--- src/rtl/gtg_pkg.sv ---
// Shared types and constants for the go-to-goal proportional controller.
// No dependencies; every other file imports this package.
package gtg_pkg;

  localparam int XW         = 28;
  localparam int ZW         = 34;
  localparam int GUARD_BITS = 8;
  localparam int ATAN_ENTRIES = 24;

  localparam logic signed [ZW-1:0] HALF_PI_Q30 = 34'sd1686629713;
  localparam logic [16:0]          INV_K_Q16   = 17'd39797;

  localparam logic [15:0] LIN_GAIN_RST = 16'd4915;
  localparam logic [15:0] ANG_GAIN_RST = 16'd16384;

  localparam int CFG_IDX_W = 4;
  localparam logic [CFG_IDX_W-1:0] REG_GOAL_X       = 4'd0;
  localparam logic [CFG_IDX_W-1:0] REG_GOAL_Y       = 4'd1;
  localparam logic [CFG_IDX_W-1:0] REG_LINEAR_GAIN  = 4'd2;
  localparam logic [CFG_IDX_W-1:0] REG_ANGULAR_GAIN = 4'd3;

  typedef struct packed {
    logic signed [15:0] pose_x;
    logic signed [15:0] pose_y;
    logic signed [15:0] heading;
  } in_item_t;

  typedef struct packed {
    logic signed [15:0] linear_velocity;
    logic signed [15:0] angular_velocity;
  } out_item_t;

  typedef struct packed {
    logic              vld;
    logic signed [XW-1:0] x;
    logic signed [XW-1:0] y;
    logic signed [ZW-1:0] z;
  } cordic_t;

  function automatic logic [29:0] atan_q30(input int idx);
    logic [29:0] v;
    case (idx)
      0:  v = 30'd843314857;
      1:  v = 30'd497837829;
      2:  v = 30'd263043837;
      3:  v = 30'd133525159;
      4:  v = 30'd67021687;
      5:  v = 30'd33543516;
      6:  v = 30'd16775851;
      7:  v = 30'd8388437;
      8:  v = 30'd4194283;
      9:  v = 30'd2097149;
      10: v = 30'd1048576;
      11: v = 30'd524288;
      12: v = 30'd262144;
      13: v = 30'd131072;
      14: v = 30'd65536;
      15: v = 30'd32768;
      16: v = 30'd16384;
      17: v = 30'd8192;
      18: v = 30'd4096;
      19: v = 30'd2048;
      20: v = 30'd1024;
      21: v = 30'd512;
      22: v = 30'd256;
      23: v = 30'd128;
      default: v = 30'd0;
    endcase
    return v;
  endfunction

endpackage

--- src/rtl/gtg_cordic_stage.sv ---
// One registered CORDIC rotation-mode iteration with a fixed shift and angle.
// Depends on gtg_pkg.
module gtg_cordic_stage #(
  parameter int IDX = 0
) (
  input  logic              clk,
  input  logic              rst_n,
  input  gtg_pkg::cordic_t  in_st,
  output gtg_pkg::cordic_t  out_st
);
  import gtg_pkg::*;

  localparam logic signed [ZW-1:0] ANGLE = {{(ZW-30){1'b0}}, atan_q30(IDX)};

  logic signed [XW-1:0] dx;
  logic signed [XW-1:0] dy;
  logic                 vld_r;
  logic signed [XW-1:0] x_r;
  logic signed [XW-1:0] y_r;
  logic signed [ZW-1:0] z_r;
  logic signed [XW-1:0] x_nxt;
  logic signed [XW-1:0] y_nxt;
  logic signed [ZW-1:0] z_nxt;

  always_comb begin
    dx = in_st.y >>> IDX;
    dy = in_st.x >>> IDX;
    if (!in_st.z[ZW-1]) begin
      x_nxt = in_st.x - dx;
      y_nxt = in_st.y + dy;
      z_nxt = in_st.z - ANGLE;
    end else begin
      x_nxt = in_st.x + dx;
      y_nxt = in_st.y - dy;
      z_nxt = in_st.z + ANGLE;
    end
  end

  always_ff @(posedge clk) begin
    if (!rst_n) begin
      vld_r <= 1'b0;
    end else begin
      vld_r <= in_st.vld;
    end
  end

  always_ff @(posedge clk) begin
    x_r <= x_nxt;
    y_r <= y_nxt;
    z_r <= z_nxt;
  end

  assign out_st = '{vld: vld_r, x: x_r, y: y_r, z: z_r};

endmodule

--- config.mk ---
export PLATFORM = sky130hd
export DESIGN_NAME = gtg_cordic_stage
export DESIGN_NICKNAME = d
export VERILOG_FILES = /design/src/rtl/gtg_pkg.sv /design/src/rtl/gtg_cordic_stage.sv
export SDC_FILE = /design/constraint.sdc
export NUM_CORES = 1
export LEC_CHECK = 0
export ABC_AREA = 1
export BUFFER_PORTS_ARGS = -buffer_cell sky130_fd_sc_hd__buf_2
export CORE_UTILIZATION = 50
export DETAILED_ROUTE_END_ITERATION = 10
export PLACE_DENSITY = 0.73
export SLEW_MARGIN = 20
export SYNTH_ARGS = -nofsm -noshare
export SYNTH_HDL_FRONTEND = slang
export SYNTH_SLANG_ARGS = --single-unit
export TNS_END_PERCENT = 50
--- constraint.sdc ---
create_clock -name clk -period 2.71 [get_ports clk]
set_input_delay 0.271 -clock clk [delete_from_list [all_inputs] [get_ports clk]]
set_output_delay 0.271 -clock clk [all_outputs]
set_load 0.05 [all_outputs]
==> impl_metrics.toml <==
[status]
status = "completed"

[power_and_ir_drop]
peakVddDrop_mv = 0.433
leakage_nw = 6.89
powerDensity_nw_per_um2 = 549

[clock_network]
cts_buffer_depth = 2
clock-sinks = 90
clockRootBuffer = "clkbuf_16"
numCtsBuffers = 9
hold_buffers = 0
cts_setup_buffers = 0
clk_pin_slew_ns = 0.07
post_cts_resized = 0
htreeDepth = 3
cts_tree = "yes"

[place]
io_buffer_count = 183
dp_hpwl_um = 29200
dpl_worst_slack_ns = 0.318
gp_congestion = 0.985

[global_routing]
grt_antenna_before_repair = 0
first_global_vias = 11143
grt_max_degree = 46
grt_usage_pct = 32.8
grt_pass1_wl_um = 55000
groute.layer.met3.usage_pct = 4.06
met1_usage_pct = 41.3
grt_remaining_overflow = 0
busiest_layer = "met2"
grt_use_met2_pct = 56.0

[setup_path]
startpoint = "in_st[42]"
end_kind = "register"
endpoint = "x_r[17]"
cp.arrival_ns = 2.30
slowest_delay_ns = 0.56
required_ns = 2.96
worstPathMaxFanout = 12
worstPathCellList = "buf_2, inv_1, ha_1, nand2_1, nor2_2, nand3_1, nand3_1, a21oi_1, inv_1, nand2_1, nand3_1, nand2_1"
path_buf_inv = 3
start_kind = "primary input"
crit_family = "simple AND/OR/NAND/NOR gates"
path_class = "primary input to register"
slowest_stage = "ha_1"
path_depth = 12

[floorplan]
die_h_um = 145
die_w_um = 145
dieArea_um2 = 21100
fp-row-count = 52
core-area_um2 = 20200
initial_utilization_pct = 50.9
ios = 184

[logic_synthesis]
avgSynthCellArea_um2 = 5.74
synth_fp_nets = 2006
ys_seq_area_share_pct = 17.5
yosysWarnings = 0
ys_types = 35
synth-main-ff-cell = "dfxtp_1"
async_flop_share_pct = 0
netlist_instances = 1789
synth_seq_cells = 90
synth_edf_count = 0
synth_area_um2 = 10300

[cells_and_area]
finalNetCount = 2170
drive_above_1_share_pct = 11.7
diodes = 0
syn_to_final_growth_pct = 14.4

[routing]
drc = 0
drtAntennaViolNets = 0
wl_per_cell_um = 15.5
avgViaCountPerCell = 5.21
firstDrtPassIters = 6
routed-via-count = 11597
routed_wl_um = 34500
drt_iter0_drc = 720

[timing]
rsz0062_at_grt = "no"
fin_setup_tns_ns = 0
clock.fmax_ghz = 0.487
drv_slew = 0
slew_headroom_pct = 64.9
period_minus_slack_ns = 2.05
hold_viol_final = 0
worstMarginPinSlew_ns = 0.522
setup_violations = 0
layout_setup_ws_ns = 0.657
fin_crit_sh_pct = 75.8

[job]
cap_viol_max_count = 0

[worst_hold_path]
hold_path_class = "primary input to register"
placed cells by master, fill, tap and decap left out, types with 5 or more instances in the layout:
cell / netlist / layout
a21oi_1: 106 / 106
a31oi_1: 5 / 5
buf_2: 15 / 183
buf_4: 11 / 7
clkbuf_16: 0 / 9
dfxtp_1: 90 / 90
ha_1: 120 / 120
inv_1: 312 / 311
nand2_1: 620 / 620
nand3_1: 159 / 159
nand4_1: 30 / 30
nor2_1: 136 / 136
nor2_2: 12 / 12
nor3_1: 9 / 9
o21ai_0: 60 / 60
o21bai_1: 19 / 19
o22ai_1: 8 / 8
xor2_1: 37 / 37
layer usage:
metal	wire (um)	vias to the layer above
met5	0	-
met4	1480	0
met3	2160	73
met2	15700	426
met1	15200	5188
li1	-	5910
final cells by class:
| class | instances | area, um2 |
|---|---|---|
| fillers | 2136 | 8420 |
| multi-input cells | 1347 | 7070 |
| flip-flops and latches | 90 | 1800 |
| repair buffers | 191 | 988 |
| clock inverters | 7 | 149 |
| inverters | 314 | 1180 |
| clock buffers | 9 | 225 |
| well taps | 270 | 338 |
state kept, by name (all words and copies together) (netlist names):
signal	count
z_r	34
x_r	28
y_r	27
vld_r	1
how the worst min path moves through the flow:
stage / startpoint / end / slack (ns) / cells past startpoint
global route: in_st[90] / vld_r / 0.11 / 3
detailed placement: in_st[90] / vld_r / 0.46 / 3
finish: in_st[90] / vld_r / 0.1 / 3
CTS: in_st[90] / vld_r / 0.09 / 3
floorplan: in_st[90] / vld_r / 0.36 / 2
global placement: in_st[90] / vld_r / 0.46 / 3
synth_stat cells, drive strengths merged, types with 5 or more instances:
cell type / number / area (um2)
nand2: 622 / 2340
inv: 314 / 1180
nand3: 159 / 796
nor2: 148 / 586
ha: 120 / 1500
a21oi: 109 / 557
dfxtp: 90 / 1800
o21ai: 62 / 314
xor2: 37 / 324
buf: 31 / 191
nand4: 30 / 188
o21bai: 19 / 143
nor3: 10 / 55.1
o22ai: 8 / 50.1
clkbuf: 7 / 27.5
a31oi: 5 / 31.3
cell families (layout without fill, tap and decap cells):
kind of cell    count (synthesis)  after routing  synth area share [%]
simple gates                  975            975                  39.0
buf+inv                       352            521                  13.6
compound gates                209            209                  11.1
fa+ha+maj                     124            124                  15.4
flops                          90             90                  17.5
xor+xnor                       38             38                  3.24
mux                             1              1                0.0975
where the power goes:
group          internal, mW  total (mW)  switching (mW)
Clock                  1.01        1.63           0.626
Sequential             1.58        1.65          0.0739
Combinational         0.813        3.17            2.35
stage by stage:
| stage | utilization, % | area (um2) | hold slack (ns) | power, mW | cells |
|---|---|---|---|---|---|
| CTS | 58.3 | 11800 | 0.0911 | 6.44 | 2228 |
| finish | 58.3 | 11800 | 0.0994 | 6.45 | 2228 |
| global placement | 56.4 | 11400 | 0.457 | 4.80 | 2212 |
| global route | 58.3 | 11800 | 0.106 | 6.81 | 2228 |
| floorplan | - | 10300 | 0.364 | 3.98 | 1789 |
| detailed placement | 56.4 | 11400 | 0.461 | 4.81 | 2212 |
Power figures use the tool's default switching activity.
