`config.mk`:
```
export PLATFORM = sky130hd
export DESIGN_NAME = gtg_scale
export DESIGN_NICKNAME = d
export VERILOG_FILES = /design/src/rtl/gtg_pkg.sv /design/src/rtl/gtg_scale.sv
export SDC_FILE = /design/constraint.sdc
export NUM_CORES = 2
export LEC_CHECK = 0
export ABC_CLOCK_PERIOD_IN_PS = 9940
export BUFFER_PORTS_ARGS = -buffer_cell sky130_fd_sc_hd__buf_2
export CORE_UTILIZATION = 45
export CTS_CLUSTER_DIAMETER = 120
export DETAILED_ROUTE_END_ITERATION = 8
export PLACE_DENSITY_LB_ADDON = 0.2
export SYNTH_ARGS = -nofsm -noshare
export SYNTH_HDL_FRONTEND = slang
export SYNTH_SLANG_ARGS = --single-unit
```
`constraint.sdc`:
```
create_clock -name clk -period 9.94 [get_ports clk]
set_input_delay 0.497 -clock clk [delete_from_list [all_inputs] [get_ports clk]]
set_output_delay 0.497 -clock clk [all_outputs]
set_load 0.01 [all_outputs]
```
`src/rtl/gtg_pkg.sv`:
```
// Shared types and constants for the go-to-goal proportional controller.
// No dependencies; every other file imports this package.
package gtg_pkg;

  localparam int XW         = 28;
  localparam int ZW         = 34;
  localparam int GUARD_BITS = 8;
  localparam int ATAN_ENTRIES = 24;

  localparam logic signed [ZW-1:0] HALF_PI_Q30 = 34'sd1686629713;
  localparam logic [16:0]          INV_K_Q16   = 17'd39797;

  localparam logic [15:0] LIN_GAIN_RST = 16'd4915;
  localparam logic [15:0] ANG_GAIN_RST = 16'd16384;

  localparam int CFG_IDX_W = 4;
  localparam logic [CFG_IDX_W-1:0] REG_GOAL_X       = 4'd0;
  localparam logic [CFG_IDX_W-1:0] REG_GOAL_Y       = 4'd1;
  localparam logic [CFG_IDX_W-1:0] REG_LINEAR_GAIN  = 4'd2;
  localparam logic [CFG_IDX_W-1:0] REG_ANGULAR_GAIN = 4'd3;

  typedef struct packed {
    logic signed [15:0] pose_x;
    logic signed [15:0] pose_y;
    logic signed [15:0] heading;
  } in_item_t;

  typedef struct packed {
    logic signed [15:0] linear_velocity;
    logic signed [15:0] angular_velocity;
  } out_item_t;

  typedef struct packed {
    logic              vld;
    logic signed [XW-1:0] x;
    logic signed [XW-1:0] y;
    logic signed [ZW-1:0] z;
  } cordic_t;

  function automatic logic [29:0] atan_q30(input int idx);
    logic [29:0] v;
    case (idx)
      0:  v = 30'd843314857;
      1:  v = 30'd497837829;
      2:  v = 30'd263043837;
      3:  v = 30'd133525159;
      4:  v = 30'd67021687;
      5:  v = 30'd33543516;
      6:  v = 30'd16775851;
      7:  v = 30'd8388437;
      8:  v = 30'd4194283;
      9:  v = 30'd2097149;
      10: v = 30'd1048576;
      11: v = 30'd524288;
      12: v = 30'd262144;
      13: v = 30'd131072;
      14: v = 30'd65536;
      15: v = 30'd32768;
      16: v = 30'd16384;
      17: v = 30'd8192;
      18: v = 30'd4096;
      19: v = 30'd2048;
      20: v = 30'd1024;
      21: v = 30'd512;
      22: v = 30'd256;
      23: v = 30'd128;
      default: v = 30'd0;
    endcase
    return v;
  endfunction

endpackage

```
`src/rtl/gtg_scale.sv`:
```
// Output stages: CORDIC gain compensation, velocity gains, rounding, saturation.
// Three register stages; depends on gtg_pkg.
module gtg_scale (
  input  logic                  clk,
  input  logic                  rst_n,
  input  gtg_pkg::cordic_t      in_st,
  input  logic [15:0]           linear_gain,
  input  logic [15:0]           angular_gain,
  output logic                  out_valid,
  output gtg_pkg::out_item_t    out_item
);
  import gtg_pkg::*;

  localparam int PW1 = XW + 17;
  localparam int CW  = PW1 - 16;
  localparam int PW2 = CW + 17;
  localparam int VW  = PW2 - 22;

  logic signed [PW1-1:0] px;
  logic signed [PW1-1:0] py;
  logic signed [CW-1:0]  cx_r;
  logic signed [CW-1:0]  cy_r;
  logic signed [PW2-1:0] qx;
  logic signed [PW2-1:0] qy;
  logic signed [VW-1:0]  vx_r;
  logic signed [VW-1:0]  vy_r;
  logic [2:0]            vld_r;
  out_item_t             out_r;
  out_item_t             out_nxt;

  function automatic logic signed [15:0] sat16(input logic signed [VW-1:0] v);
    logic signed [15:0] r;
    if (v > $signed({{(VW-15){1'b0}}, 15'h7fff})) begin
      r = 16'sh7fff;
    end else if (v < $signed({{(VW-15){1'b1}}, 15'h0})) begin
      r = 16'sh8000;
    end else begin
      r = v[15:0];
    end
    return r;
  endfunction

  always_comb begin
    px = PW1'(in_st.x) * $signed({{(PW1-17){1'b0}}, INV_K_Q16})
         + $signed(PW1'(1) <<< 15);
    py = PW1'(in_st.y) * $signed({{(PW1-17){1'b0}}, INV_K_Q16})
         + $signed(PW1'(1) <<< 15);
    qx = PW2'(cx_r) * $signed({{(PW2-16){1'b0}}, linear_gain})
         + $signed(PW2'(1) <<< 21);
    qy = PW2'(cy_r) * $signed({{(PW2-16){1'b0}}, angular_gain})
         + $signed(PW2'(1) <<< 21);
    out_nxt.linear_velocity  = sat16(vx_r);
    out_nxt.angular_velocity = sat16(vy_r);
  end

  always_ff @(posedge clk) begin
    if (!rst_n) begin
      vld_r <= '0;
    end else begin
      vld_r <= {vld_r[1:0], in_st.vld};
    end
  end

  always_ff @(posedge clk) begin
    cx_r  <= px[PW1-1:16];
    cy_r  <= py[PW1-1:16];
    vx_r  <= qx[PW2-1:22];
    vy_r  <= qy[PW2-1:22];
    out_r <= out_nxt;
  end

  assign out_valid = vld_r[2];
  assign out_item  = out_r;

endmodule
```
==> impl_metrics.json <==
{
  "wl_per_cell_um": 16.7,
  "postSynthCellCount": 5811,
  "htree_levels": 4,
  "critPathSlowestCell": "a221oi_1",
  "drcViolationCount": 0,
  "ys_ff_latch": 141,
  "fin_skew_ns": 0.0198,
  "rsz0062_at_grt": "no",
  "endpoint": "vx_r[22]$_DFF_P_",
  "reg2regPathDepth": 20,
  "ys_seq_area_share_pct": 5.17,
  "die-area_um2": 123000,
  "synthesis.area_um2": 54600,
  "cts-root-buf": "clkbuf_16",
  "start_util_pct": 45.4,
  "hp-class": "in2reg",
  "ant_nets": 0,
  "synth.distinct_cells": 62,
  "ctsHoldBuffers": 0,
  "placed_area_um2": 56800,
  "fin_hold_ws_ns": 0.211,
  "synth_edf_count": 0,
  "r2r-end": "vx_r[22]$_DFF_P_",
  "antenna_found_initial": 5,
  "synth-async-reset-ratio_pct": 0,
  "grt-ovfl-total": 0,
  "design_area_um2": 57400,
  "relSlewSlack_pct": 16.9,
  "nNetsFinal": 7903,
  "groute.usage.overall_pct": 21.8,
  "gp_congestion": 0.873,
  "tightest_slew_ns": 1.25,
  "fmax_mhz": 124,
  "cp-startpoint": "cx_r[5]$_DFF_P_",
  "cts_buffer_depth": 2,
  "crit_chain": "and2_1 -> fa_1 -> inv_1 -> fa_1 -> fa_1 -> fa_1 -> inv_1 -> fa_1 -> inv_1 -> fa_1 -> inv_1 -> ha_1 -> o21a_1 -> a221oi_1 -> a2111oi_2 -> o21ai_0 -> a31oi_1 -> a221oi_1 -> o21bai_1 -> xor2_1",
  "fin_setup_tns_ns": 0,
  "synth-warning-count": 0,
  "grt_max_degree": 30,
  "rows": 127,
  "setup_viol": 0,
  "io_pins": 158,
  "vias": 35500,
  "rrSetupSlack_ns": 1.87,
  "first_pass_iters": 5,
  "grt_pass1_wl_mm": 208,
  "worst_path_most_repeated_cell": "fa_1",
  "ctsResizeCount": 0,
  "drv_slew": 0,
  "coreArea_um2": 120000,
  "critical_path_class": "reg2reg",
  "hold_violations": 0,
  "post_drt_via_cell_ratio": 4.78,
  "fin_crit_ns": 8.07,
  "dpl.hpwl_mm": 103,
  "clock_sinks": 141,
  "worst_setup_path_end_kind": "flop",
  "die_h_um": 350,
  "worstSetupStartpointType": "flop",
  "finalCritPeriodShare_pct": 81.2,
  "reg2reg_from": "cx_r[5]$_DFF_P_",
  "drt_iter0_drc": 1406,
  "arrival_ns": 8.46,
  "grt_pass1_vias": 39300,
  "avgSynthCellArea_um2": 9.39,
  "cts_made_buffers": 17,
  "cts_tree": "yes",
  "wl_mm": 124,
  "layout-drive-gt1-share_pct": 3.19,
  "post_cts_buffers": 0,
  "cp_data_required_time_ns": 10.34,
  "clk-insertion-delay-late_ns": 0.50,
  "max_stage_delay_ns": 1.03,
  "ys.flop_type": "dfxtp_1",
  "synth_fp_nets": 7902,
  "cts.clk_slew.worst_paths_ns": 0.08,
  "status": "finished, final reports clean",
  "cap_violations": 0,
  "area_delta_synth_final_pct": 5.10,
  "die_w_um": 350,
  "crit_fanout": 16,
  "io_buffers": 123
}
[flip-flops by register name, summed over array words and instances, names as in the netlist]
| register | count |
|---|---|
| vx_r | 24 |
| cx_r | 29 |
| out_item | 32 |
| vld_r | 3 |
| vy_r | 24 |
| cy_r | 29 |
[logic make-up after synthesis]
kind of cell	Yosys count	share of synthesized area, %
buf+inv	2136	14.7
simple gates	1135	11.1
fa+ha+maj	1966	63.3
xor+xnor	111	1.78
flops	141	5.17
compound gates	322	3.92
[placed cells by master, fill, tap and decap left out, drive strengths merged, types with 6 or more instances in the layout]
master	count
a211oi	14
a21o	42
a21oi	91
a31oi	11
and2	625
and3	8
buf	139
clkbuf	17
dfxtp	141
fa	1327
ha	639
inv	1988
nand2	343
nand2b	9
nand3	19
nand4	18
nor2	54
nor2b	13
nor3	23
nor4	6
o211ai	7
o21a	51
o21ai	50
o21bai	14
o31ai	6
xnor2	72
xor2	39
[critical path: cells and delay by family (launching register included)]
kind	cells	cell delay, ns
AOI/OAI and AO/OA	7	3.21
buffers and inverters	4	0.23
xor gates and xnor gates	1	0.17
and+or+nand+nor	1	0.25
adders and majority gates	7	3.16
DFF	1	0.92
[layout make-up]
cell class              instances  area, µm²
flip-flops and latches        141       2820
multi-input cells            3534      43800
clock inverters                15        189
well taps                    1612       2020
fillers                     11700      62800
clock buffers                  17        425
inverters                    1979       7430
repair buffers                139        736
diodes                          2       5.00
[Yosys cell counts (23+ instances only)]
| master | n | area, µm² |
|---|---|---|
| inv_1 | 1979 | 7430 |
| fa_1 | 1327 | 26600 |
| ha_1 | 639 | 8000 |
| and2_1 | 625 | 3910 |
| nand2_1 | 343 | 1290 |
| clkbuf_1 | 152 | 571 |
| dfxtp_1 | 141 | 2820 |
| a21oi_1 | 90 | 450 |
| xnor2_1 | 72 | 631 |
| nor2_1 | 54 | 203 |
| o21a_1 | 51 | 383 |
| o21ai_0 | 46 | 230 |
| a21o_1 | 41 | 308 |
| xor2_1 | 39 | 342 |
| nor3_1 | 23 | 115 |
[how the worst min path moves through the flow]
stage | depth (start not counted) | startpoint | endpoint | slack [ns]
finish | 2 | in_st[90] | vld_r[0]$_SDFF_PN0_ | 0.21
global route | 2 | in_st[90] | vld_r[0]$_SDFF_PN0_ | 0.21
global placement | 0 | vy_r[23]$_DFF_P_ | out_item[15]$_SDFF_PN0_ | 0.38
detailed placement | 0 | vy_r[23]$_DFF_P_ | out_item[15]$_SDFF_PN0_ | 0.38
floorplan | 1 | vld_r[0]$_SDFF_PN0_ | vld_r[1]$_SDFF_PN0_ | 0.41
CTS | 2 | in_st[90] | vld_r[0]$_SDFF_PN0_ | 0.16
[stage by stage]
stage	setup slack, ns	utilization, %	cells
finish	1.87	47.8	7439
global route	1.53	47.8	7438
CTS	1.84	47.8	7437
detailed placement	1.77	47.2	7405
global placement	1.85	47.2	7405
floorplan	3.53	-	5811
[layer usage]
layer	share of wire [%]	global-route usage (%)	wire length, µm
met2	47	36.0	57900
met5	0.019	0	23
met4	1.4	3.82	1680
met3	3.9	2.39	4860
met1	48	31.1	59400
Power is left out: the tool's default activity adds up to more than one toggle a clock period on the data nets, which glitch-free logic cannot reach.
