## config.mk

```make
export PLATFORM = sky130hd
export DESIGN_NAME = gtg_prerot
export DESIGN_NICKNAME = d
export VERILOG_FILES = /design/src/rtl/gtg_pkg.sv /design/src/rtl/gtg_prerot.sv
export SDC_FILE = /design/constraint.sdc
export NUM_CORES = 1
export LEC_CHECK = 0
export BUFFER_PORTS_ARGS = -buffer_cell sky130_fd_sc_hd__buf_2
export CORE_UTILIZATION = 62
export CTS_CLUSTER_SIZE = 28
export DETAILED_ROUTE_END_ITERATION = 8
export GPL_TIMING_DRIVEN = 0
export PLACE_DENSITY = 0.85
export SLEW_MARGIN = 20
export SYNTH_ARGS = -nofsm -noshare
export SYNTH_HDL_FRONTEND = slang
export SYNTH_SLANG_ARGS = --single-unit
```

## constraint.sdc

```tcl
create_clock -name clk -period 9.95 [get_ports clk]
set_clock_uncertainty 0.05 [all_clocks]
set_input_delay 1.99 -clock clk [delete_from_list [all_inputs] [get_ports clk]]
set_output_delay 1.99 -clock clk [all_outputs]
set_load 0.03 [all_outputs]
```

## src/rtl/gtg_pkg.sv

```systemverilog
// Shared types and constants for the go-to-goal proportional controller.
// No dependencies; every other file imports this package.
package gtg_pkg;

  localparam int XW         = 28;
  localparam int ZW         = 34;
  localparam int GUARD_BITS = 8;
  localparam int ATAN_ENTRIES = 24;

  localparam logic signed [ZW-1:0] HALF_PI_Q30 = 34'sd1686629713;
  localparam logic [16:0]          INV_K_Q16   = 17'd39797;

  localparam logic [15:0] LIN_GAIN_RST = 16'd4915;
  localparam logic [15:0] ANG_GAIN_RST = 16'd16384;

  localparam int CFG_IDX_W = 4;
  localparam logic [CFG_IDX_W-1:0] REG_GOAL_X       = 4'd0;
  localparam logic [CFG_IDX_W-1:0] REG_GOAL_Y       = 4'd1;
  localparam logic [CFG_IDX_W-1:0] REG_LINEAR_GAIN  = 4'd2;
  localparam logic [CFG_IDX_W-1:0] REG_ANGULAR_GAIN = 4'd3;

  typedef struct packed {
    logic signed [15:0] pose_x;
    logic signed [15:0] pose_y;
    logic signed [15:0] heading;
  } in_item_t;

  typedef struct packed {
    logic signed [15:0] linear_velocity;
    logic signed [15:0] angular_velocity;
  } out_item_t;

  typedef struct packed {
    logic              vld;
    logic signed [XW-1:0] x;
    logic signed [XW-1:0] y;
    logic signed [ZW-1:0] z;
  } cordic_t;

  function automatic logic [29:0] atan_q30(input int idx);
    logic [29:0] v;
    case (idx)
      0:  v = 30'd843314857;
      1:  v = 30'd497837829;
      2:  v = 30'd263043837;
      3:  v = 30'd133525159;
      4:  v = 30'd67021687;
      5:  v = 30'd33543516;
      6:  v = 30'd16775851;
      7:  v = 30'd8388437;
      8:  v = 30'd4194283;
      9:  v = 30'd2097149;
      10: v = 30'd1048576;
      11: v = 30'd524288;
      12: v = 30'd262144;
      13: v = 30'd131072;
      14: v = 30'd65536;
      15: v = 30'd32768;
      16: v = 30'd16384;
      17: v = 30'd8192;
      18: v = 30'd4096;
      19: v = 30'd2048;
      20: v = 30'd1024;
      21: v = 30'd512;
      22: v = 30'd256;
      23: v = 30'd128;
      default: v = 30'd0;
    endcase
    return v;
  endfunction

endpackage

```

## src/rtl/gtg_prerot.sv

```systemverilog
// Entry stage: position error against the goal and quarter-turn angle reduction.
// Depends on gtg_pkg.
module gtg_prerot (
  input  logic                  clk,
  input  logic                  rst_n,
  input  logic                  in_vld,
  input  gtg_pkg::in_item_t     in_item,
  input  logic signed [15:0]    goal_x,
  input  logic signed [15:0]    goal_y,
  output gtg_pkg::cordic_t      out_st
);
  import gtg_pkg::*;

  logic signed [16:0]   ex;
  logic signed [16:0]   ey;
  logic signed [ZW-1:0] hz;
  logic signed [ZW-1:0] zneg;
  logic signed [XW-1:0] xq [0:2];
  logic signed [XW-1:0] yq [0:2];
  logic signed [ZW-1:0] zq [0:2];
  logic                 vld_r;
  logic signed [XW-1:0] x_r;
  logic signed [XW-1:0] y_r;
  logic signed [ZW-1:0] z_r;

  always_comb begin
    ex    = {goal_x[15], goal_x} - {in_item.pose_x[15], in_item.pose_x};
    ey    = {goal_y[15], goal_y} - {in_item.pose_y[15], in_item.pose_y};
    hz    = {{(ZW-16){in_item.heading[15]}}, in_item.heading};
    zneg  = -hz;
    xq[0] = {{(XW-17-GUARD_BITS){ex[16]}}, ex, {GUARD_BITS{1'b0}}};
    yq[0] = {{(XW-17-GUARD_BITS){ey[16]}}, ey, {GUARD_BITS{1'b0}}};
    zq[0] = {zneg[ZW-18:0], 17'b0};
    for (int q = 0; q < 2; q++) begin
      if (zq[q] > HALF_PI_Q30) begin
        xq[q+1] = -yq[q];
        yq[q+1] = xq[q];
        zq[q+1] = zq[q] - HALF_PI_Q30;
      end else if (zq[q] < -HALF_PI_Q30) begin
        xq[q+1] = yq[q];
        yq[q+1] = -xq[q];
        zq[q+1] = zq[q] + HALF_PI_Q30;
      end else begin
        xq[q+1] = xq[q];
        yq[q+1] = yq[q];
        zq[q+1] = zq[q];
      end
    end
  end

  always_ff @(posedge clk) begin
    if (!rst_n) begin
      vld_r <= 1'b0;
    end else begin
      vld_r <= in_vld;
    end
  end

  always_ff @(posedge clk) begin
    x_r <= xq[2];
    y_r <= yq[2];
    z_r <= zq[2];
  end

  assign out_st = '{vld: vld_r, x: x_r, y: y_r, z: z_r};

endmodule

```

==> impl_metrics.py, run 1 <==
metrics = {
    "global_routing": {
        "grt_pass1_wl_microns": 43300,
        "grt_pass1_vias": 8795,
        "antenna_found_initial": 0,
        "gr-usage-all-layers_pct": 37.2,
        "grt-ovfl-total": 0,
        "grt_max_degree": 12,
    },
    "worst_setup_path": {
        "path_buf_inv": 11,
        "crit_family": "compound AO/OA/AOI/OAI gates",
        "worst_path_max_delay_cell": "a21oi_1",
        "crit_fanout": 10,
        "max_stage_delay_ns": 0.57,
        "timing.critical_path.to_type": "flop",
        "required_ns": 10.10,
        "crit_type": "in -> reg",
        "arrival_ns": 9.12,
        "crit_path_start_kind": "primary input",
    },
    "cells_and_area": {
        "fillers": 1089,
        "finalInstanceArea_sq_mm": 0.00983,
        "antennaDiodeCount": 0,
        "multi_input_area_sq_mm": 0.00650,
        "syn2layout_area_growth_pct": 15.9,
        "final_nets": 1464,
        "final_cells": 1516,
        "regArea_sq_mm": 0.00128,
        "layout_common_cells": "buf_2, nand2_1, nor2_1, o21ai_0, dfxtp_1",
        "mostFrequentLayoutCell": "buf_2",
        "layout-drive-gt1-share_pct": 20.3,
    },
    "die": {
        "die_w_microns": 119,
        "core_area_sq_mm": 0.0133,
        "ioPinCount": 174,
        "dieArea_sq_mm": 0.0141,
        "start_util_pct": 63.8,
        "dieHeight_microns": 119,
        "rows": 42,
    },
    "placement": {
        "place_area_sq_mm": 0.00952,
        "io_buffers": 153,
        "dp_hpwl_microns": 20600,
        "dp.cells": 1500,
        "place_ws_ns": 0.907,
        "routabilityCongestion": 0.987,
    },
    "timing": {
        "final.min_clock_period_ns": 8.97,
        "finalSetupViolCount": 0,
        "slew_headroom_pct": 31.2,
        "rsz0062_at_grt": "false",
        "max_slew.worst_pin.slew_ns": 1.02,
        "hold_violations": 0,
        "timing.fmax_mhz": 111,
        "fin_ws_ns": 0.978,
        "drv_slew": 0,
        "post-route-period-util_pct": 90.2,
        "finalSetupTns_ns": 0,
        "worst_hold_slack_ns": 1.82,
    },
    "synth": {
        "synth-main-ff-cell": "dfxtp_1",
        "avgSynthCellArea_sq_um": 7.33,
        "synth.distinct_cells": 96,
        "synth_seq_area_share_pct": 15.1,
        "synthCells": 1156,
        "synth_async_sr_flop_share_pct": 0,
        "synth_edf_count": 0,
        "yosys_warnings": 0,
        "ys_ff_latch": 64,
        "synth_area_sq_mm": 0.00848,
    },
    "cts": {
        "clk_pin_slew_ns": 0.05,
        "cts_buffers": 9,
        "hold_buffers": 0,
        "cts_tree": "built",
        "cts_max_path_buffers": 2,
        "root_buffer": "clkbuf_16",
        "clock-sinks": 64,
        "htree_levels": 3,
        "post_cts_resized": 0,
        "post_cts_buffers": 0,
    },
    "power": {
        "powerDensity_mw_per_mm2": 157,
        "vdd_drop_max_v": 0.000102,
        "p_leak_nw": 4.19,
    },
    "run_status": {
        "run_status": "finished clean",
    },
    "detailed_routing": {
        "routed_via_density": 6.51,
        "antenna_left": 0,
        "firstDrtPassIters": 7,
        "wl_per_cell_microns": 17.5,
        "wl_microns": 26500,
        "initialDrtViolationCount": 1240,
        "drc": 0,
        "vias": 9865,
    },
    "flow_run": {
        "cap_viol_max_count": 0,
    },
    "worst_hold_path": {
        "min_path_type": "in -> reg",
    },
}
## metrics by stage
stage / total power, mW / util, %
final: 1.55 / 73.9
after floorplan: 0.986 / -
after detailed placement: 1.20 / 71.6
after global routing: 1.63 / 73.9
after CTS: 1.53 / 73.9
after global placement: 1.19 / 71.6
## logic make-up after synthesis
logic type / synth area share [%]
and+or+nand+nor: 26.4
AOI/OAI and AO/OA: 32.7
buffers and inverters: 8.93
xor gates and xnor gates: 9.59
DFF: 15.1
adders and majority gates: 6.97
muxes: 0.251
other: 0.0442
## area by class of cell
cell class / instances / area share (%)
buffer: 94 / 5.37
clock buffer: 12 / 2.61
clock inverter: 4 / 0.535
inverter: 61 / 2.33
multi-input combinational: 952 / 66.1
sequential: 64 / 13.0
tap: 176 / 2.24
timing repair buffer: 153 / 7.79
## synthesized netlist by cell type (all sizes together), types with 5 or more instances
cell / number / area, sq um
nor3: 34 / 180
xor2: 41 / 359
inv: 61 / 229
xnor2: 51 / 454
nor3b: 11 / 82.6
o2111ai: 8 / 70.1
a311oi: 5 / 50.0
nor2: 81 / 307
a21o: 11 / 82.6
and2: 21 / 131
o21bai: 8 / 60.1
o211ai: 21 / 163
nand4: 11 / 68.8
a31oi: 11 / 68.8
a221o: 10 / 100
a22oi: 24 / 180
a211o: 11 / 96.3
a21boi: 12 / 90.1
nand2: 88 / 338
nor2b: 12 / 75.1
clkbuf: 29 / 109
or2: 12 / 75.1
nor4b: 5 / 50.0
and3: 14 / 87.6
nor4: 22 / 163
or4: 6 / 56.3
o221ai: 16 / 140
dfxtp: 64 / 1280
ha: 44 / 551
o21a: 11 / 82.6
a211oi: 22 / 180
a221oi: 9 / 78.8
a2111oi: 5 / 43.8
o21ai: 77 / 389
a21oi: 54 / 270
nand2b: 17 / 106
o31ai: 8 / 73.8
o311ai: 9 / 86.3
a32oi: 5 / 43.8
or3: 14 / 87.6
buf: 65 / 419
o22ai: 7 / 43.8
nand3: 44 / 220
## where the power goes
part / internal (mW) / switching [mW] / leakage, nW / total, mW
clock network: 0.207 / 0.112 / 0.141 / 0.319
registers: 0.328 / 0.0172 / 0.539 / 0.345
logic: 0.294 / 0.587 / 3.51 / 0.881
## sequential cells by signal, indices dropped and copies added (netlist names)
| name | count |
|---|---|
| x_r | 20 |
| vld_r | 1 |
| y_r | 20 |
| z_r | 23 |
## metal layers
metal,GRT usage [%],up-vias,part of all wire [%]
met2,57.7,651,42
li1,-,4675,-
met4,11.1,0,2.5
met5,0,-,0
met3,4.98,80,11
met1,53.3,4459,45
## final timing paths
check,endpoint,cells past startpoint,startpoint,slack (ns)
setup / recovery,y_r[16],28,in_item[0],0.98
hold / removal,vld_r,2,in_vld,1.82
Note: power is estimated with default switching activity, not from simulation.
==> run 2, diff against run 1 <==
CORE_UTILIZATION = 38   (was 62)
PLACE_DENSITY = 0.55   (was 0.85)
==> impl_metrics.py, run 2 (synthesis results as in run 1) <==
metrics = {
    "timing": {
        "drv_slew": 0,
        "final.min_clock_period_ns": 9.10,
        "worst_hold_slack_ns": 1.83,
        "hold_violations": 0,
        "max_slew.worst_pin.slew_ns": 0.916,
        "finalSetupTns_ns": 0,
        "rsz0062_at_grt": "false",
        "slew_headroom_pct": 38.1,
        "timing.fmax_mhz": 110,
        "post-route-period-util_pct": 91.4,
        "finalSetupViolCount": 0,
    },
    "die": {
        "rows": 54,
        "dieHeight_microns": 151,
        "die_w_microns": 151,
        "core_area_sq_mm": 0.0218,
        "ioPinCount": 174,
        "start_util_pct": 38.8,
        "dieArea_sq_mm": 0.0229,
    },
    "power": {
        "pwr-share-seq_pct": 22.2,
        "swShare_pct": 45.8,
        "vdd_drop_max_v": 0.0000916,
        "p_int_uw": 843,
        "p_leak_nw": 4.21,
        "powerDensity_mw_per_mm2": 156,
        "power_switching_uw": 711,
        "share_comb_of_total_power_pct": 57.0,
        "clock_power_share_pct": 20.8,
    },
    "flow_run": {
        "cap_viol_max_count": 0,
    },
    "global_routing": {
        "antenna_found_initial": 0,
        "grt_max_degree": 12,
        "grt_pass1_vias": 8186,
        "gr-usage-all-layers_pct": 24.4,
        "grt_pass1_wl_microns": 44300,
        "grt-ovfl-total": 0,
    },
    "detailed_routing": {
        "antenna_left": 0,
        "wl_microns": 28400,
        "wl_per_cell_microns": 17.5,
        "drc": 0,
        "vias": 9359,
        "firstDrtPassIters": 5,
        "routed_via_density": 5.78,
        "initialDrtViolationCount": 832,
    },
    "cells_and_area": {
        "largest_register_ffs": 23,
        "mostFrequentLayoutCell": "buf_2",
        "antennaDiodeCount": 0,
        "final_nets": 1464,
        "top_regs": "z_r: 23 flops, x_r: 20 flops, y_r: 20 flops",
        "syn2layout_area_growth_pct": 17.6,
        "layout_common_cells": "buf_2, nand2_1, nor2_1, o21ai_0, dfxtp_1",
        "layout-drive-gt1-share_pct": 20.3,
        "largest-register": "z_r",
    },
    "cts": {
        "post_cts_buffers": 0,
        "hold_buffers": 0,
        "cts_tree": "built",
        "cts_buffers": 9,
        "root_buffer": "clkbuf_16",
        "clk_pin_slew_ns": 0.05,
        "htree_levels": 3,
        "post_cts_resized": 0,
        "cts_max_path_buffers": 2,
        "clock-sinks": 64,
    },
    "placement": {
        "io_buffers": 153,
        "dp_hpwl_microns": 23000,
        "routabilityCongestion": 0.913,
    },
    "worst_setup_path": {
        "timing.critical_path.to_type": "flop",
        "crit_fanout": 10,
        "arrival_ns": 9.23,
        "crit_type": "in -> reg",
        "required_ns": 10.08,
        "crit_path_start_kind": "primary input",
    },
    "worst_hold_path": {
        "min_path_type": "in -> reg",
    },
    "run_status": {
        "run_status": "finished clean",
    },
}
[run 2: power by group through the flow]
stage          sequential, mW  combinational (mW)  clock, mW
2_1_floorplan           0.496               0.490          0
3_3_place_gp            0.351               0.870          0
3_5_place_dp            0.352               0.872          0
4_1_cts                 0.346               0.875      0.330
5_1_grt                 0.352               0.962      0.342
6_report                0.345               0.886      0.324
[run 2: final timing paths]
check,from,endpoint,cells past startpoint
worst min-delay path,in_vld,vld_r,2
worst max-delay path,in_item[0],y_r[16],28
[run 2: metal layers]
layer	track usage [%]	share of wire (%)
met4	4.70	0.94
met2	36.0	41
met5	0	0
met3	2.50	7.3
met1	37.7	51
[run 2: critical path, cell delays in order]
cell       delay (ns)
clkbuf_1         0.32
clkbuf_1         0.51
inv_1            0.22
ha_1             0.31
clkbuf_1         0.25
nor2b_1          0.23
nor2_1           0.17
inv_1            0.10
nor2_1           0.22
o2111ai_1        0.18
a21oi_1          0.57
a41oi_4          0.37
nand2_4          0.27
inv_2            0.06
buf_6            0.14
buf_6            0.14
buf_2            0.22
xnor2_1          0.38
inv_1            0.09
ha_1             0.18
nor3b_1          0.17
a21oi_1          0.15
o221ai_1         0.16
o311a_1          0.41
o31ai_4          0.52
buf_2            0.38
nor2_1           0.08
a221oi_1         0.39
[run 2: stage by stage]
stage	utilization (%)	cells	instance area, sq um	setup slack (ns)	total power [mW]
detailed placement	44.2	1604	9650	0.787	1.22
finish	45.7	1620	9970	0.851	1.55
global route	45.7	1620	9970	0.360	1.66
CTS	45.7	1620	9970	1.07	1.55
floorplan	-	1171	8530	2.69	0.986
global placement	44.2	1604	9650	0.734	1.22
[run 2: layout make-up]
class | count | area [sq um]
clock buffers | 14 | 284
flip-flops and latches | 64 | 1280
repair buffers | 153 | 766
inverters | 61 | 229
fillers | 2291 | 11900
clock inverters | 2 | 35.0
multi-input cells | 952 | 6500
plain buffers | 94 | 528
well taps | 280 | 350
==> run 3, diff against run 2 <==
CTS_BUF_LIST = sky130_fd_sc_hd__clkbuf_16   (was unset)
==> impl_metrics.py, run 3 (synthesis results as in run 1) <==
metrics = {
    "die": {
        "start_util_pct": 38.8,
        "die_w_microns": 151,
        "core_area_sq_mm": 0.0218,
        "rows": 54,
        "ioPinCount": 174,
        "dieHeight_microns": 151,
        "dieArea_sq_mm": 0.0229,
    },
    "worst_setup_path": {
        "arrival_ns": 9.29,
        "timing.critical_path.to_type": "flop",
        "crit_type": "in -> reg",
        "crit_path_start_kind": "primary input",
        "crit_fanout": 10,
        "required_ns": 10.07,
    },
    "global_routing": {
        "antenna_found_initial": 0,
        "grt_max_degree": 12,
        "grt_pass1_wl_microns": 44300,
        "gr-usage-all-layers_pct": 24.4,
        "grt-ovfl-total": 0,
        "grt_pass1_vias": 8201,
    },
    "placement": {
        "place_ws_ns": 0.787,
        "io_buffers": 153,
        "dp_hpwl_microns": 23000,
        "routabilityCongestion": 0.913,
    },
    "cells_and_area": {
        "regArea_sq_mm": 0.00128,
        "fillers": 2305,
        "antennaDiodeCount": 0,
        "layout_common_cells": "buf_2, nand2_1, nor2_1, o21ai_0, dfxtp_1",
        "largest-register": "z_r",
        "layout-drive-gt1-share_pct": 20.0,
        "mostFrequentLayoutCell": "buf_2",
        "largest_register_ffs": 23,
        "syn2layout_area_growth_pct": 17.1,
        "multi_input_area_sq_mm": 0.00650,
        "top_regs": "z_r: 23 flops, x_r: 20 flops, y_r: 20 flops",
        "final_nets": 1464,
        "fin_util_pct": 45.5,
    },
    "worst_hold_path": {
        "min_path_type": "in -> reg",
    },
    "cts": {
        "post_cts_buffers": 0,
        "cts_buffers": 9,
        "cts_max_path_buffers": 2,
        "post_cts_resized": 0,
        "hold_buffers": 0,
        "root_buffer": "clkbuf_16",
        "clk_pin_slew_ns": 0.05,
        "htree_levels": 3,
        "cts_tree": "built",
        "clock-sinks": 64,
    },
    "timing": {
        "drv_slew": 0,
        "post-route-period-util_pct": 92.1,
        "finalSetupTns_ns": 0,
        "rsz0062_at_grt": "false",
        "max_slew.worst_pin.slew_ns": 0.925,
        "final.min_clock_period_ns": 9.17,
        "timing.fmax_mhz": 109,
        "hold_violations": 0,
        "finalSetupViolCount": 0,
        "fin_ws_ns": 0.785,
        "slew_headroom_pct": 37.5,
    },
    "flow_run": {
        "cap_viol_max_count": 0,
    },
    "power": {
        "powerDensity_mw_per_mm2": 153,
        "vdd_drop_max_v": 0.0000775,
        "p_int_uw": 811,
        "power_switching_uw": 710,
        "pwr-share-seq_pct": 22.7,
        "swShare_pct": 46.7,
        "p_leak_nw": 4.19,
        "share_comb_of_total_power_pct": 58.3,
        "clock_power_share_pct": 19.0,
    },
    "detailed_routing": {
        "firstDrtPassIters": 5,
        "drc": 0,
        "vias": 9416,
        "routed_via_density": 5.81,
        "antenna_left": 0,
        "initialDrtViolationCount": 887,
        "wl_microns": 28400,
        "wl_per_cell_microns": 17.5,
    },
    "run_status": {
        "run_status": "finished clean",
    },
}
## run 3: cell count changes in the layout (fill, tap and decap cells not counted), sizes merged
cell / change
clkbuf: -5
clkinv: +4
inv: +1
## run 3: metal layers
layer	part of all wire, %	global-route usage [%]	vias up
met5	0	0	-
li1	-	-	4674
met1	51	37.7	4353
met3	6.7	2.47	22
met2	41	36.0	367
met4	0.87	4.40	0
## run 3: final timing paths
check	startpoint	end	depth (start not counted)	slack [ns]
max	in_item[0]	y_r[16]	28	0.78
min	in_vld	vld_r	2	1.83
## run 3: power by group through the flow
stage / logic (mW) / registers, mW / clock network (mW)
floorplan: 0.490 / 0.496 / 0
global placement: 0.870 / 0.351 / 0
detailed placement: 0.872 / 0.352 / 0
CTS: 0.875 / 0.347 / 0.296
global route: 0.962 / 0.352 / 0.307
finish: 0.887 / 0.345 / 0.289
## run 3: critical path: stages
cell and delay [ns]:
clkbuf_1 0.34, clkbuf_1 0.51, inv_1 0.22, ha_1 0.31, clkbuf_1 0.25, nor2b_1 0.23, nor2_1 0.19, inv_1 0.11
nor2_1 0.23, o2111ai_1 0.18, a21oi_1 0.57, a41oi_4 0.37, nand2_4 0.27, inv_2 0.06, buf_6 0.14, buf_6 0.14
buf_2 0.22, xnor2_1 0.38, inv_1 0.09, ha_1 0.18, nor3b_1 0.16, a21oi_1 0.15, o221ai_1 0.16, o311a_1 0.41
o31ai_4 0.53, buf_2 0.38, nor2_1 0.08, a221oi_1 0.40
## run 3: area by class of cell
type                       instances  share of cell area [%]
multi-input combinational        952                    65.4
buffer                            94                    5.32
timing repair buffer             153                    7.71
tap                              280                    3.53
inverter                          61                    2.31
sequential                        64                    12.9
clock inverter                     7                   0.542
clock buffer                       9                    2.27
## run 3: metrics by stage
stage	instances	area, sq um	hold slack, ns	power (mW)
3_5_place_dp	1604	9650	2.15	1.22
3_3_place_gp	1604	9650	2.15	1.22
5_1_grt	1620	9930	1.83	1.62
2_1_floorplan	1171	8530	2.06	0.986
6_report	1620	9930	1.83	1.52
4_1_cts	1620	9930	1.82	1.52
